**src/design/tracked_position_interpolator_macros.svh**
```systemverilog
// Assertion helpers for the tracked position interpolator.
`ifndef TRACKED_POSITION_INTERPOLATOR_MACROS_SVH
`define TRACKED_POSITION_INTERPOLATOR_MACROS_SVH

// Checked only out of reset.
`define TPI_ASSERT(lbl, prop, msg) \
  lbl: assert property (@(posedge clk_i) disable iff (!rst_ni) (prop)) else $error(msg);

// Checked on every edge, reset included.
`define TPI_ASSERT_ALWAYS(lbl, prop, msg) \
  lbl: assert property (@(posedge clk_i) (prop)) else $error(msg);

`endif

```
**src/design/tpi_pkg.sv**
```systemverilog
`timescale 1ns / 1ps
package tpi_pkg;

  localparam logic [16:0] ALPHA_ONE      = 17'd65536;
  localparam logic [30:0] TELEPORT_RESET = 31'd3145728;

  localparam logic [1:0] REG_ENABLE   = 2'd0;
  localparam logic [1:0] REG_SKIP     = 2'd1;
  localparam logic [1:0] REG_TELEPORT = 2'd2;

  localparam logic OP_FRAME  = 1'b0;
  localparam logic OP_OBJECT = 1'b1;

  typedef enum logic [2:0] {
    ST_CLEAR,
    ST_IDLE,
    ST_READ,
    ST_CHECK,
    ST_UPDATE,
    ST_MUL,
    ST_ROUND,
    ST_DONE
  } state_e;

  typedef struct packed {
    logic [31:0] key;
    logic [31:0] seen;
    logic [31:0] last_x;
    logic [31:0] last_y;
    logic [31:0] last_z;
    logic [31:0] prev_x;
    logic [31:0] prev_y;
    logic [31:0] prev_z;
  } row_t;

  typedef struct packed {
    logic        enable;
    logic [31:0] skip_mask;
    logic [30:0] teleport_limit;
  } cfg_t;

endpackage

```
**src/design/tpi_regs.sv**
```systemverilog
`timescale 1ns / 1ps
module tpi_regs (
  input  logic               clk_i,
  input  logic               rst_ni,
  input  logic               psel,
  input  logic               penable,
  input  logic               pwrite,
  input  logic [3:0]         paddr,
  input  logic [31:0]        pwdata,
  output logic [31:0]        prdata,
  output logic               pready,
  output tpi_pkg::cfg_t      cfg_o
);

  tpi_pkg::cfg_t cfg_q, cfg_d;
  logic          wr_en;

  assign pready = 1'b1;
  assign wr_en  = psel & penable & pwrite;

  // register write decode
  always_comb begin
    cfg_d = cfg_q;
    if (wr_en) begin
      case (paddr[3:2])
        tpi_pkg::REG_ENABLE:   cfg_d.enable         = pwdata[0];
        tpi_pkg::REG_SKIP:     cfg_d.skip_mask      = pwdata;
        tpi_pkg::REG_TELEPORT: cfg_d.teleport_limit = pwdata[30:0];
        default: ;
      endcase
    end
  end

  always_ff @(posedge clk_i or negedge rst_ni) begin
    if (!rst_ni) begin
      cfg_q.enable         <= 1'b1;
      cfg_q.skip_mask      <= '0;
      cfg_q.teleport_limit <= tpi_pkg::TELEPORT_RESET;
    end else begin
      cfg_q <= cfg_d;
    end
  end

  // read mux
  always_comb begin
    case (paddr[3:2])
      tpi_pkg::REG_ENABLE:   prdata = {31'd0, cfg_q.enable};
      tpi_pkg::REG_SKIP:     prdata = cfg_q.skip_mask;
      tpi_pkg::REG_TELEPORT: prdata = {1'b0, cfg_q.teleport_limit};
      default:               prdata = '0;
    endcase
  end

  assign cfg_o = cfg_q;

endmodule

```
**config.mk**
```make
export PLATFORM = sky130hd
export DESIGN_NAME = tpi_regs
export DESIGN_NICKNAME = d
export VERILOG_FILES = /design/src/design/tracked_position_interpolator_macros.svh /design/src/design/tpi_pkg.sv /design/src/design/tpi_regs.sv
export SDC_FILE = /design/constraint.sdc
export NUM_CORES = 1
export LEC_CHECK = 0
export BUFFER_PORTS_ARGS = -buffer_cell sky130_fd_sc_hd__buf_2
export CORE_MARGIN = 1.5
export CORE_UTILIZATION = 40
export DETAILED_ROUTE_END_ITERATION = 10
export GPL_ROUTABILITY_DRIVEN = 0
export GPL_TIMING_DRIVEN = 0
export PLACE_DENSITY = 0.81
export SLEW_MARGIN = 20
export SYNTH_ARGS = -nofsm -noshare
export SYNTH_HDL_FRONTEND = slang
export SYNTH_SLANG_ARGS = --single-unit
```
**constraint.sdc**
```tcl
create_clock -name clk_i -period 1.05 [get_ports clk_i]
set_input_delay 0.21 -clock clk_i [delete_from_list [all_inputs] [get_ports clk_i]]
set_output_delay 0.21 -clock clk_i [all_outputs]
set_load 0.01 [all_outputs]
```
Yosys cells after proc, flatten, opt, wreduce, memory -nomap -nowiden:

Index checks and enable logic that the tools add are counted.

* output and inout port bits: 97
* input bits: 41
* logic and storage cells: 12
* bits in registers: 64

* reductions and logical operators: 4
* bitwise gates (word level): 2
* equal/unequal tests: 2
* muxes and demuxes: 1

Operators with widths (count)
* one-hot mux 32 bit (3 select lines): 1
* AND reduction 2 bit: 3
* bitwise AND 1 bit: 2
* equality test 2 x 1 -> 1 bit, second input constant: 1
* equality test 2 bit, second input constant: 1
* logical NOT 2 bit: 1

Logic depth before layout (Yosys ltp):

* depth in word-level cells: 3
* mapped depth: 4
* depth with buffers taken out: 3

Worst setup path before layout:

OpenSTA, ideal clock, no wires.

* path type: input port to flip-flop
* start point: input port pwrite
* end point: register cfg_q, in the netlist cfg_o[31]
* stages: 4
* setup time: 0.125 ns
* path slack: -0.311 ns
* data arrival time: 1.236 ns
* path through: nand3_1 -> nor3b_4 -> buf_6 -> mux2_2

* cells in the longest elaborated chain, start to end: 2

Ends and longest elaborated chain
* from (decl): RTL line tpi_regs.sv:7 `input logic pwrite,`
* bitwise AND 1 bit: RTL line tpi_regs.sv:19 `assign wr_en = psel & penable & pwrite;`
* AND reduction 2 bit (no line)
* to (signal assigned): RTL line tpi_regs.sv:40 `cfg_q <= cfg_d;`
* to (decl): RTL line tpi_regs.sv:15 `tpi_pkg::cfg_t cfg_q, cfg_d;`

No other way between the ends.
A chain may end at the register's enable or synchronous reset.

Worst setup path after layout:

* start point: register cfg_q, in the netlist cfg_o[63]
* end point: output port prdata[0]

* cells in the longest elaborated chain, start to end: 1

Ends and longest elaborated chain
* one-hot mux 32 bit (3 select lines): RTL line tpi_regs.sv:46 `case (paddr[3:2])`
* to (decl): RTL line tpi_regs.sv:10 `output logic [31:0] prdata,`

No other way between the ends.

==> results.txt <==
status: complete, but fails checks
violated checks: hold timing, setup timing
worst min path class: primary input to async pin
I/O pin count: 138
reg2reg path depth: 3
unrepaired setup endpoints after global routing: true
Synth Register Bits: 64
clk_skew: 0 ns
R2R Setup Slk: 0.01 ns
syn_nets: 223
Leakage: 2.78 nW
worst vdd ir: 1.12 mV
Tot GR Track Use: 27.4%
sequential area share after synthesis: 57.7%
final setup margin: -0.352 ns
Data arrival, critical path: 1.19 ns
pin count of the biggest net entering global routing: 65
synth warn: 0
drt total wl: 10.1 mm
CTS root buf: clkbuf_8
final hold violations: 48
# diodes: 0
CP max stage delay: 0.54 ns
Die X: 86.4 µm
setup tns final: -15.59 ns
worst path cell trace: mux2i_1 > o21ai_1 > buf_2
Synth cell types: 18
drt first pass iters: 4
Critical Path Fanout Max: 2
area grow syn2layout: 94.8%
CP startpoint kind: flip-flop
register clock-pin slew on the reported worst setup and hold paths: 0.07 ns
vias post-DR: 2,597
die height: 86.4 µm
TritonCTS Buffers: 9
clock net sink count: 64
Syn Area/Cell: 15.3 µm²
post-route cell area: 5420 µm²
setup violators final: 116
Power Density: 1880 nW/µm²
Initial Util: 41.1%
Port Buffers: 134
Clk Latency, worst-skew pair: 0.33 ns
fin crit share: 134%
max_cap viols: 0
vias in the first global route: 2,796
htree depth: 3
Crit Reg-Reg Startpoint: cfg_o[6]
initial antenna violation count: 0
Longest Clk Path Bufs: 2
drt via density: 5.08
row cnt: 30
dpl hpwl: 4.76 mm
Slowest cell on crit path: dfstp_2
placed cell areas: 3660 µm²
full die area: 7460 µm²
critical path capture point type: output pin
max FFs per register: 64
Slew headroom: 44.5%
wire per inst: 19.8 µm
share of cells above drive strength 1: 77.0%
Placeable Area: 6760 µm²
Mapped Cells: 182
Final #Nets: 467
CTS tree: yes
Initial DRC Count: 55
capturing point of the worst reg2reg path: cfg_o[6]
first-pass GRT wire length: 15.1 mm
GR Overflow Total: 0
post-synthesis cell area: 2780 µm²
Routed Antenna Nets: 0
minimum hold slack: -0.0341 ns
required time of the critical path: 0.84 ns
Fmax: 0.713 GHz
Remaining DRCs: 0
final slew viol count: 0
critical path class: flip-flop to output pin
Worst-Margin Slew: 0.832 ns
Final min period: 1.40 ns
[stage by stage]
| stage | power, mW | cells | utilization (%) | setup slack (ns) |
|---|---|---|---|---|
| floorplan | 4.73 | 182 | - | -0.175 |
| global placement | 5.70 | 396 | 54.1 | -0.459 |
| detailed placement | 5.78 | 396 | 54.1 | -0.498 |
| CTS | 9.81 | 504 | 78.9 | -0.361 |
| global route | 10.6 | 511 | 80.1 | -0.405 |
| finish | 10.2 | 511 | 80.1 | -0.352 |
[power breakdown]
part	total (mW)	switching [mW]	internal [mW]	leakage, nW
clock	1.92	0.939	0.980	0.0894
sequential	3.54	0.476	3.06	0.779
combinational	4.73	1.60	3.14	1.91
total	10.2	3.01	7.18	2.78
[worst max-delay path, delay by kind of cell (launching register included)]
kind	cells	cell delay, ns
buffers and inverters	1	0.14
multiplexers	1	0.07
flip-flops	1	0.54
AO/OA/AOI/OAI	1	0.12
[Yosys cell counts]
master / instances / area [µm²]
conb_1: 1 / 3.75
and2_1: 1 / 6.26
nand2_1: 1 / 3.75
nor2b_1: 2 / 12.5
buf_4: 1 / 7.51
mux2i_1: 1 / 10.0
o21ai_0: 1 / 5.00
mux2_2: 60 / 676
dfrtp_1: 61 / 1530
buf_6: 6 / 67.6
buf_2: 4 / 20.0
mux2_1: 4 / 45.0
nand3_1: 1 / 5.00
dfstp_2: 3 / 78.8
nor3b_4: 2 / 37.5
nor3_1: 1 / 5.00
clkbuf_1: 2 / 7.51
a22o_1: 30 / 263
[worst max-delay path by stage]
stage          startpoint         end  cells past startpoint
6_report        cfg_o[63]   prdata[0]                      3
3_3_place_gp       pwrite   cfg_o[32]                      5
4_1_cts         cfg_o[63]   prdata[0]                      3
5_1_grt         cfg_o[63]   prdata[0]                      3
3_5_place_dp     paddr[3]  prdata[27]                      5
2_1_floorplan      pwrite   cfg_o[31]                      4
[final cells by class]
class	count	area [µm²]
Sequential cell	64	1610
Buffer	12	158
Timing Repair Buffer	234	2070
Multi-Input combinational cell	105	1300
Clock inverter	3	17.5
Tap cell	80	100
Fill cell	376	1340
Clock buffer	13	159
[layer usage]
| metal | share of wire (%) | vias up | GRT usage (%) | wire length [µm] |
|---|---|---|---|---|
| met2 | 53 | 92 | 48.8 | 5400 |
| met5 | 0 | - | 0 | 0 |
| met4 | 1.4 | 0 | 10.1 | 144 |
| li1 | - | 1162 | - | - |
| met1 | 41 | 1329 | 32.7 | 4150 |
| met3 | 4.2 | 14 | 5.43 | 421 |
[cell families (layout without fill, tap and decap cells)]
kind of cell,Yosys count,after routing,share of synthesized area (%)
multiplexers,65,65,26.3
flip-flops,64,64,57.7
AO/OA/AOI/OAI,31,31,9.63
buffers and inverters,13,262,3.69
AND/OR/NAND/NOR,8,8,2.52
other,1,1,0.135
[layout by cell type (no fill, tap or decap)]
master	synthesis	final
a22o_1	30	30
and2_1	1	1
buf_12	0	4
buf_2	4	76
buf_4	1	38
buf_6	6	121
buf_8	0	3
clkbuf_1	2	2
clkbuf_16	0	2
clkbuf_8	0	13
clkinv_2	0	2
clkinvlp_4	0	1
conb_1	1	1
dfrtp_1	61	61
dfstp_2	3	3
mux2_2	60	10
mux2_4	0	54
mux2i_1	1	1
nand2_1	1	1
nand3_4	0	1
nor2b_4	0	2
nor3_1	1	1
nor3b_4	2	2
o21ai_1	0	1
[repair_timing]
action                                  4_1_cts  5_1_grt
endpoints found under the setup margin      155      148
pin swaps                                    10       12
endpoints found under the hold margin        28        0
resized for setup                           162       27
cloned                                        5        2
buffers inserted                             87       23
(Power assumes the default switching activity.)
